**src/sv/pper_pkg.sv**
```systemverilog
`timescale 1ns / 1ps

package pper_pkg;

    localparam int CoordW    = 16;  // signed Q12.4 coordinate
    localparam int AbsW      = 16;  // magnitude of a coordinate difference
    localparam int SqW       = 32;  // square of a magnitude
    localparam int RadW      = 34;  // radicand, padded to an even bit count
    localparam int RootW     = 17;  // floor square root of the radicand
    localparam int RemW      = 18;  // partial remainder of the root
    localparam int SumW      = 25;  // unsigned Q21.4 perimeter
    localparam int StepCntW  = 5;
    localparam logic [StepCntW-1:0] RootSteps = StepCntW'(RadW / 2);
    localparam logic [SumW-1:0]     SumMax    = '1;

    // Commands from the controller to the datapath.
    typedef struct packed {
        logic load;       // capture the accepted vertex
        logic open;       // start a polygon at the captured vertex
        logic sel_first;  // edge runs to the first vertex, not the previous one
        logic diff;       // form the absolute coordinate differences
        logic sq_x;       // square the x difference
        logic sq_y;       // square the y difference
        logic root_init;  // load the radicand into the root unit
        logic root_step;  // one digit of the root
        logic acc;        // add the edge length to the running sum
        logic emit;       // move the perimeter to the output register
    } t_cmd;

    // Status from the datapath to the controller.
    typedef struct packed {
        logic have_first;
        logic last;
        logic root_done;
        logic out_free;
    } t_stat;

endpackage

```
**src/sv/pper_if.sv**
```systemverilog
`timescale 1ns / 1ps

interface pper_in_if;
    logic                                  valid;
    logic                                  ready;
    logic signed [pper_pkg::CoordW-1:0]    x_coord;
    logic signed [pper_pkg::CoordW-1:0]    y_coord;
    logic                                  last_vertex;

    modport source (output valid, output x_coord, output y_coord, output last_vertex,
                    input ready);
    modport sink   (input valid, input x_coord, input y_coord, input last_vertex,
                    output ready);
endinterface

interface pper_out_if;
    logic                            valid;
    logic                            ready;
    logic [pper_pkg::SumW-1:0]       perimeter_sum;
    logic                            saturated;

    modport source (output valid, output perimeter_sum, output saturated, input ready);
    modport sink   (input valid, input perimeter_sum, input saturated, output ready);
endinterface

```
**src/sv/polygon_perimeter_top.sv**
```systemverilog
// Channel  Dir  Payload                                   Handshake
// i_in     in   x_coord[15:0] s, y_coord[15:0] s, last    valid/ready
// o_out    out  perimeter_sum[24:0], saturated            valid/ready
//
// One vertex item is worked on at a time. The first vertex of a polygon is
// captured and opens the polygon; every later vertex runs its edge (capture,
// difference, two squares on one shared multiplier, root load, 17 root steps
// plus a state that sees them done, accumulate). After a marked later vertex
// the closing edge runs the same way; any marked vertex then emits the sum.
// Reset is synchronous and active low; it empties the polygon and the output.
// A stalled output holds its item; processing then waits before the next emit.
`timescale 1ns / 1ps

module polygon_perimeter_top (
    input  logic         i_clk,
    input  logic         i_rst_n,
    pper_in_if.sink      i_in,
    pper_out_if.source   o_out
);
    import pper_pkg::*;

    t_cmd  w_cmd;
    t_stat w_stat;

    // The controller sequences the edge computations; it accepts a vertex
    // only while it is idle.
    pper_ctrl u_ctrl (
        .i_clk      (i_clk),
        .i_rst_n    (i_rst_n),
        .i_in_valid (i_in.valid),
        .o_in_ready (i_in.ready),
        .i_stat     (w_stat),
        .o_cmd      (w_cmd)
    );

    // The datapath holds the polygon state, the root unit and the output
    // register, so a finished perimeter can wait while the next vertex enters.
    pper_dp u_dp (
        .i_clk       (i_clk),
        .i_rst_n     (i_rst_n),
        .i_cmd       (w_cmd),
        .o_stat      (w_stat),
        .i_x         (i_in.x_coord),
        .i_y         (i_in.y_coord),
        .i_last      (i_in.last_vertex),
        .i_out_ready (o_out.ready),
        .o_out_valid (o_out.valid),
        .o_sum       (o_out.perimeter_sum),
        .o_sat       (o_out.saturated)
    );

endmodule

```
**src/sv/pper_dp.sv**
```systemverilog
`timescale 1ns / 1ps

module pper_dp (
    input  logic                              i_clk,
    input  logic                              i_rst_n,
    input  pper_pkg::t_cmd                    i_cmd,
    output pper_pkg::t_stat                   o_stat,
    input  logic signed [pper_pkg::CoordW-1:0] i_x,
    input  logic signed [pper_pkg::CoordW-1:0] i_y,
    input  logic                              i_last,
    input  logic                              i_out_ready,
    output logic                              o_out_valid,
    output logic [pper_pkg::SumW-1:0]         o_sum,
    output logic                              o_sat
);
    import pper_pkg::*;

    logic signed [CoordW-1:0] r_cur_x, r_cur_y, r_first_x, r_first_y, r_prev_x, r_prev_y;
    logic                     r_last;
    logic                     r_have_first;
    logic [AbsW-1:0]          r_ax, r_ay;
    logic [SqW-1:0]           r_sqx, r_sqy;
    logic [RadW-1:0]          r_rad;
    logic [RemW-1:0]          r_rem;
    logic [RootW-1:0]         r_root;
    logic [StepCntW-1:0]      r_cnt;
    logic [SumW-1:0]          r_sum;
    logic                     r_clamped;
    logic                     r_out_valid;
    logic [SumW-1:0]          r_out_sum;
    logic                     r_out_sat;

    logic signed [CoordW-1:0] w_ref_x, w_ref_y;
    logic signed [CoordW:0]   w_dx, w_dy;
    logic [CoordW:0]          w_mx, w_my;
    logic [AbsW-1:0]          w_mul_op;
    logic [SqW-1:0]           w_prod;
    logic [SqW:0]             w_rad_sum;
    logic [RemW+1:0]          w_rem_sh, w_trial, w_rem_sub;
    logic [SumW:0]            w_acc;

    assign w_ref_x = i_cmd.sel_first ? r_first_x : r_prev_x;
    assign w_ref_y = i_cmd.sel_first ? r_first_y : r_prev_y;
    assign w_dx    = {r_cur_x[CoordW-1], r_cur_x} - {w_ref_x[CoordW-1], w_ref_x};
    assign w_dy    = {r_cur_y[CoordW-1], r_cur_y} - {w_ref_y[CoordW-1], w_ref_y};
    assign w_mx    = w_dx[CoordW] ? (CoordW+1)'(-w_dx) : w_dx;
    assign w_my    = w_dy[CoordW] ? (CoordW+1)'(-w_dy) : w_dy;

    // One multiplier, shared by the two squares.
    assign w_mul_op  = i_cmd.sq_y ? r_ay : r_ax;
    assign w_prod    = w_mul_op * w_mul_op;
    assign w_rad_sum = {1'b0, r_sqx} + {1'b0, r_sqy};

    // Restoring square root, two radicand bits per step.
    assign w_rem_sh  = {r_rem, r_rad[RadW-1 -: 2]};
    assign w_trial   = {1'b0, r_root, 2'b01};
    assign w_rem_sub = w_rem_sh - w_trial;

    assign w_acc = {1'b0, r_sum} + (SumW+1)'(r_root);

    always_ff @(posedge i_clk) begin
        if (i_cmd.load) begin
            r_cur_x <= i_x;
            r_cur_y <= i_y;
            r_last  <= i_last;
        end
        if (i_cmd.open) begin
            r_first_x <= r_cur_x;
            r_first_y <= r_cur_y;
            r_prev_x  <= r_cur_x;
            r_prev_y  <= r_cur_y;
        end
        if (i_cmd.diff) begin
            r_ax <= w_mx[AbsW-1:0];
            r_ay <= w_my[AbsW-1:0];
        end
        if (i_cmd.sq_x) begin
            r_sqx <= w_prod;
        end
        if (i_cmd.sq_y) begin
            r_sqy <= w_prod;
        end
        if (i_cmd.root_init) begin
            r_rad  <= RadW'(w_rad_sum);
            r_rem  <= '0;
            r_root <= '0;
            r_cnt  <= '0;
        end else if (i_cmd.root_step) begin
            r_rad <= {r_rad[RadW-3:0], 2'b00};
            r_cnt <= r_cnt + 1'b1;
            if (w_rem_sh >= w_trial) begin
                r_rem  <= w_rem_sub[RemW-1:0];
                r_root <= {r_root[RootW-2:0], 1'b1};
            end else begin
                r_rem  <= w_rem_sh[RemW-1:0];
                r_root <= {r_root[RootW-2:0], 1'b0};
            end
        end
        if (i_cmd.acc && !i_cmd.sel_first) begin
            r_prev_x <= r_cur_x;
            r_prev_y <= r_cur_y;
        end
        if (i_cmd.emit) begin
            r_out_sum <= r_sum;
            r_out_sat <= r_clamped;
        end
    end

    // Running sum and its clamp flag.
    always_ff @(posedge i_clk) begin
        if (!i_rst_n) begin
            r_sum     <= '0;
            r_clamped <= 1'b0;
        end else if (i_cmd.open || i_cmd.emit) begin
            r_sum     <= '0;
            r_clamped <= 1'b0;
        end else if (i_cmd.acc) begin
            if (w_acc[SumW]) begin
                r_sum     <= SumMax;
                r_clamped <= 1'b1;
            end else begin
                r_sum <= w_acc[SumW-1:0];
            end
        end
    end

    always_ff @(posedge i_clk) begin
        if (!i_rst_n) begin
            r_have_first <= 1'b0;
            r_out_valid  <= 1'b0;
        end else begin
            if (i_cmd.open) begin
                r_have_first <= 1'b1;
            end else if (i_cmd.emit) begin
                r_have_first <= 1'b0;
            end
            if (i_cmd.emit) begin
                r_out_valid <= 1'b1;
            end else if (i_out_ready) begin
                r_out_valid <= 1'b0;
            end
        end
    end

    assign o_stat.have_first = r_have_first;
    assign o_stat.last       = r_last;
    assign o_stat.root_done  = (r_cnt == RootSteps);
    assign o_stat.out_free   = !r_out_valid || i_out_ready;

    assign o_out_valid = r_out_valid;
    assign o_sum       = r_out_sum;
    assign o_sat       = r_out_sat;

endmodule

```
**src/sv/pper_ctrl.sv**
```systemverilog
`timescale 1ns / 1ps

module pper_ctrl (
    input  logic            i_clk,
    input  logic            i_rst_n,
    input  logic            i_in_valid,
    output logic            o_in_ready,
    input  pper_pkg::t_stat i_stat,
    output pper_pkg::t_cmd  o_cmd
);
    import pper_pkg::*;

    localparam logic [3:0] S_IDLE      = 4'd0;
    localparam logic [3:0] S_OPEN      = 4'd1;
    localparam logic [3:0] S_DIFF      = 4'd2;
    localparam logic [3:0] S_SQX       = 4'd3;
    localparam logic [3:0] S_SQY       = 4'd4;
    localparam logic [3:0] S_ROOT_INIT = 4'd5;
    localparam logic [3:0] S_ROOT      = 4'd6;
    localparam logic [3:0] S_ACC       = 4'd7;
    localparam logic [3:0] S_EMIT      = 4'd8;

    logic [3:0] r_state, n_state;
    logic       r_close, n_close;   // working on the closing edge

    always_ff @(posedge i_clk) begin
        if (!i_rst_n) begin
            r_state <= S_IDLE;
            r_close <= 1'b0;
        end else begin
            r_state <= n_state;
            r_close <= n_close;
        end
    end

    always_comb begin
        n_state       = r_state;
        n_close       = r_close;
        o_cmd         = '0;
        o_cmd.sel_first = r_close;
        o_in_ready    = 1'b0;
        case (r_state)
            S_IDLE: begin
                o_in_ready = 1'b1;
                if (i_in_valid) begin
                    o_cmd.load = 1'b1;
                    n_close    = 1'b0;
                    n_state    = i_stat.have_first ? S_DIFF : S_OPEN;
                end
            end
            S_OPEN: begin
                o_cmd.open = 1'b1;
                n_state    = i_stat.last ? S_EMIT : S_IDLE;
            end
            S_DIFF: begin
                o_cmd.diff = 1'b1;
                n_state    = S_SQX;
            end
            S_SQX: begin
                o_cmd.sq_x = 1'b1;
                n_state    = S_SQY;
            end
            S_SQY: begin
                o_cmd.sq_y = 1'b1;
                n_state    = S_ROOT_INIT;
            end
            S_ROOT_INIT: begin
                o_cmd.root_init = 1'b1;
                n_state         = S_ROOT;
            end
            S_ROOT: begin
                if (i_stat.root_done) begin
                    n_state = S_ACC;
                end else begin
                    o_cmd.root_step = 1'b1;
                end
            end
            S_ACC: begin
                o_cmd.acc = 1'b1;
                if (i_stat.last && !r_close) begin
                    n_close = 1'b1;
                    n_state = S_DIFF;
                end else if (i_stat.last) begin
                    n_state = S_EMIT;
                end else begin
                    n_state = S_IDLE;
                end
            end
            S_EMIT: begin
                if (i_stat.out_free) begin
                    o_cmd.emit = 1'b1;
                    n_state    = S_IDLE;
                end
            end
            default: begin
                n_state = S_IDLE;
            end
        endcase
    end

endmodule

```
**src/flat_wrapper.sv**
```systemverilog
// flat-port wrapper written by rule: the top's interface ports become plain ports
module polygon_perimeter_top_flat import pper_pkg::*;
  (i_clk, i_rst_n, i_in_valid, i_in_x_coord, i_in_y_coord, i_in_last_vertex, i_in_ready, o_out_valid, o_out_perimeter_sum, o_out_saturated, o_out_ready);
  pper_in_if i_in_i ();
  pper_out_if o_out_i ();
  input  logic i_clk;
  input  logic i_rst_n;
  input wire logic [$bits(i_in_i.valid)-1:0] i_in_valid;
  input wire logic [$bits(i_in_i.x_coord)-1:0] i_in_x_coord;
  input wire logic [$bits(i_in_i.y_coord)-1:0] i_in_y_coord;
  input wire logic [$bits(i_in_i.last_vertex)-1:0] i_in_last_vertex;
  output wire logic [$bits(i_in_i.ready)-1:0] i_in_ready;
  output wire logic [$bits(o_out_i.valid)-1:0] o_out_valid;
  output wire logic [$bits(o_out_i.perimeter_sum)-1:0] o_out_perimeter_sum;
  output wire logic [$bits(o_out_i.saturated)-1:0] o_out_saturated;
  input wire logic [$bits(o_out_i.ready)-1:0] o_out_ready;
  assign i_in_i.valid = i_in_valid;
  assign i_in_i.x_coord = i_in_x_coord;
  assign i_in_i.y_coord = i_in_y_coord;
  assign i_in_i.last_vertex = i_in_last_vertex;
  assign i_in_ready = i_in_i.ready;
  assign o_out_valid = o_out_i.valid;
  assign o_out_perimeter_sum = o_out_i.perimeter_sum;
  assign o_out_saturated = o_out_i.saturated;
  assign o_out_i.ready = o_out_ready;
  polygon_perimeter_top u_core (.i_clk(i_clk), .i_rst_n(i_rst_n), .i_in(i_in_i), .o_out(o_out_i));
endmodule
```
**config.mk**
```make
export PLATFORM = sky130hd
export DESIGN_NAME = polygon_perimeter_top_flat
export DESIGN_NICKNAME = d
export VERILOG_FILES = /design/src/sv/pper_pkg.sv /design/src/sv/pper_if.sv /design/src/sv/polygon_perimeter_top.sv /design/src/sv/pper_dp.sv /design/src/sv/pper_ctrl.sv /design/src/flat_wrapper.sv
export SDC_FILE = /design/constraint.sdc
export NUM_CORES = 1
export LEC_CHECK = 0
export ABC_AREA = 1
export BUFFER_PORTS_ARGS = -buffer_cell sky130_fd_sc_hd__buf_2
export CAP_MARGIN = 0
export CORE_ASPECT_RATIO = 1.4
export CORE_MARGIN = 1.5
export CORE_UTILIZATION = 23
export DETAILED_ROUTE_END_ITERATION = 8
export PLACE_DENSITY = 0.39
export SLEW_MARGIN = 20
export SYNTH_ARGS = -nofsm -noshare
export SYNTH_HDL_FRONTEND = slang
export SYNTH_HIERARCHICAL = 1
export SYNTH_SLANG_ARGS = --single-unit
```
**constraint.sdc**
```tcl
create_clock -name i_clk -period 14.7 [get_ports i_clk]
set_input_delay 4.41 -clock i_clk [delete_from_list [all_inputs] [get_ports i_clk]]
set_output_delay 4.41 -clock i_clk [all_outputs]
set_load 0.02 [all_outputs]
```
==> impl_results.md <==
* Outcome: finished clean
* Number of synthesized register bits at about 320
* CP arrival at slightly above 8 ns
* Final hold vios at 0
* Postcts setup bufs at 0
* GRT Util Overall at 12.1%
* Most common cell in the netlist: nand2_1
* Yosys cell types at 57
* Ys flop type: edfxtp_1
* Slew HR at between 30% and 40%
* Total negative slack at 0 ns
* CP Capture Type: flop
* Initial Util at a little under a quarter
* Row count at 142
* Horiz. Die Dim at 281 µm
* Max-slew violations at 0
* Crit path launch type: flop
* Clock Latency Late Sink at around 0.61 ns
* Min-delay worst type: flop to flop
* Crit path kind: flop to flop
* # H-tree levels at 2
* Sequential area share after synthesis at between 30% and 40%
* CP Data Required Time at roughly 15 ns
* HPWL Detailed at roughly 53000 µm
* Final Cycle Share at between 50% and 60%
* WL per Instance at 14.9 µm
* Yosys top cell by area: edfxtp_1
* DRC at 0
* Syn-to-layout area delta at 14.3%
* Root Buffer: clkbuf_16
* EDFF count, synth at between 200 and 300
* Synth cell count leaders: nand2_1, inv_1, edfxtp_1
* Worst path max stage delay at 0.61 ns
* R2r setup slk at 6.92 ns
* Setup Viol. Count Final at 0
* Max_cap viols at 0
* Synth top area share at between 30 and 40%
* Dpl cells at between 4000 and 5000
* # nets final at between 3000 and 4000
* GRT Residual Overflow at 0
* Asr flop ratio synth at 0%
* First-pass GRT wire length at 105000 µm
* Mapped Area at 24800 µm²
* Die Ht at roughly 390 µm
* Final ANT Viol Nets at 0
* CTS buffer count at 41
* Largest net degree at the start of global routing at 65
* Ys Warns at 6
* Vias at about 18000
* # diodes at 0
* Drt pass-1 iters at 5
* Layout cell share with drive strength beyond 1 at under 10%
* Final wirelength at 65300 µm
* Least-Margin Pin Slew at 0.982 ns
* IO Count at 65
* Cells after synthesis at 2841
* Vias per cell at 4.17
* Final core utilization at a little over a quarter
* Iteration-0 DRC Markers at a little over 700
* Synth area leaders: edfxtp_1, fa_1, ha_1
* Fmax at 129 MHz
* Minimum clock period at 7.78 ns
* Syn Area/Cell at ~8.7 µm²
* # port buffers at between 60 and 70
* RePlAce Congestion at between 0.8 and 0.9
* CTS resizes at 0
* Worst-case clock skew at around 0.04 ns
* Post-Syn Nets at between 3000 and 4000
* Worst-path clk slew at 0.06 ns
* CTS tree: done
* Post-route insts no fill at between 4000 and 5000
* Core ar. at around 110000 µm²
* Initial antenna violation count at 1
* Vias in the first global route at just under 20000
* Unrepaired setup endpoints after global routing: no
* Die ar. at between 100000 and 150000 µm²
* Clk buf depth at 3
* Hold Buf Count CTS at 0
* Worst path slowest cell: buf_4
* Clk sinks at between 300 and 400
* Most frequent CP cell: inv_1
* Worst Path Max Fanout at 64
[worst max-delay path, delay by kind of cell (launching register included)]
family,cells,cell delay (ns)
adders and majority gates,7,3.40
buffers and inverters,10,1.53
and+or+nand+nor,9,1.37
AOI/OAI and AO/OA,2,0.66
DFF,1,0.35
xor gates and xnor gates,1,0.22
[area by class of cell]
cell class / count / area [µm²]
Sequential cell: 324 / 8990
Clock inverter: 30 / 340
Fill cell: 11700 / 78600
Clock buffer: 46 / 1050
Tap cell: 1440 / 1800
Timing Repair Buffer: 88 / 513
Inverter: 535 / 2010
Multi-Input combinational cell: 1935 / 13700
[path summary, 6_finish.rpt]
path                            start                    end  cells after the start
max          u_core/u_ctrl/r_state[1]  u_core/u_dp/r_sqx[17]                     29
min             u_core/u_dp/r_sum[23]  u_core/u_dp/o_sum[23]                      0
max reg2reg  u_core/u_ctrl/r_state[1]  u_core/u_dp/r_sqx[17]                     29
min reg2reg     u_core/u_dp/r_sum[23]  u_core/u_dp/o_sum[23]                      0
[cells by family (layout without fill, tap and decap cells)]
family                   Yosys count  after routing  share of synthesized area [%]
AO/OA/AOI/OAI                    397            397                           8.90
XOR/XNOR                         103            103                           3.71
AND/OR/NAND/NOR                 1036           1036                           17.4
multiplexers                      32             32                           1.30
buffers and inverters            582            699                           8.93
adder cells (fa/ha/maj)          367            367                           23.5
flip-flops                       324            324                           36.2
[stage by stage]
stage | hold slack (ns) | cell area [µm²] | setup slack (ns)
detailed placement | 0.420 | 27000 | 6.83
global route | 0.446 | 28400 | 6.41
CTS | 0.435 | 28400 | 6.80
floorplan | 0.408 | 24800 | 6.44
finish | 0.430 | 28400 | 6.92
global placement | 0.413 | 27000 | 6.90
[registers in the layout, summed over array words and instances, names as in the netlist, 4 cells and up]
name	count
u_core/u_dp/r_rad	34
u_core/u_dp/r_sqx	31
u_core/u_dp/r_sqy	31
u_core/u_dp/o_sum	25
u_core/u_dp/r_sum	25
u_core/u_dp/r_rem	18
u_core/u_dp/r_root	17
u_core/u_dp/r_ax	16
u_core/u_dp/r_ay	16
u_core/u_dp/r_cur_x	16
u_core/u_dp/r_cur_y	16
u_core/u_dp/r_first_x	16
u_core/u_dp/r_first_y	16
u_core/u_dp/r_prev_x	16
u_core/u_dp/r_prev_y	16
u_core/u_dp/r_cnt	5
u_core/u_ctrl/r_state	4
[cell usage in the layout, fill, tap and decap left out, drive strengths merged, types with 2 or more instances in the layout]
cell type / count
a21oi: 167
nor3: 38
nand2: 583
a31oi: 13
buf: 88
or2: 8
o211ai: 9
xnor2: 41
and2: 4
clkinv: 24
o221ai: 4
a21boi: 3
bufinv: 4
mux2i: 30
mux2: 2
nor4: 7
clkbuf: 46
nand3b: 9
ha: 200
a211oi: 4
fa: 167
xor2: 62
inv: 536
o21a: 3
a21o: 9
nand3: 112
o22ai: 19
o311ai: 2
edfxtp: 250
o21bai: 9
o21ai: 150
nor2: 251
dfxtp: 74
nand4: 23
[per-layer routing]
layer | global-route usage [%] | up-vias | wire length [µm]
met1 | 13.2 | 8655 | 26500
met4 | 4.23 | 0 | 2170
met5 | 0 | - | 0
met2 | 23.6 | 199 | 35300
met3 | 1.33 | 103 | 1330
li1 | - | 9384 | -
Power is not shown: default switching activity piles up to over one toggle a cycle in this logic, so the estimate is an artifact.
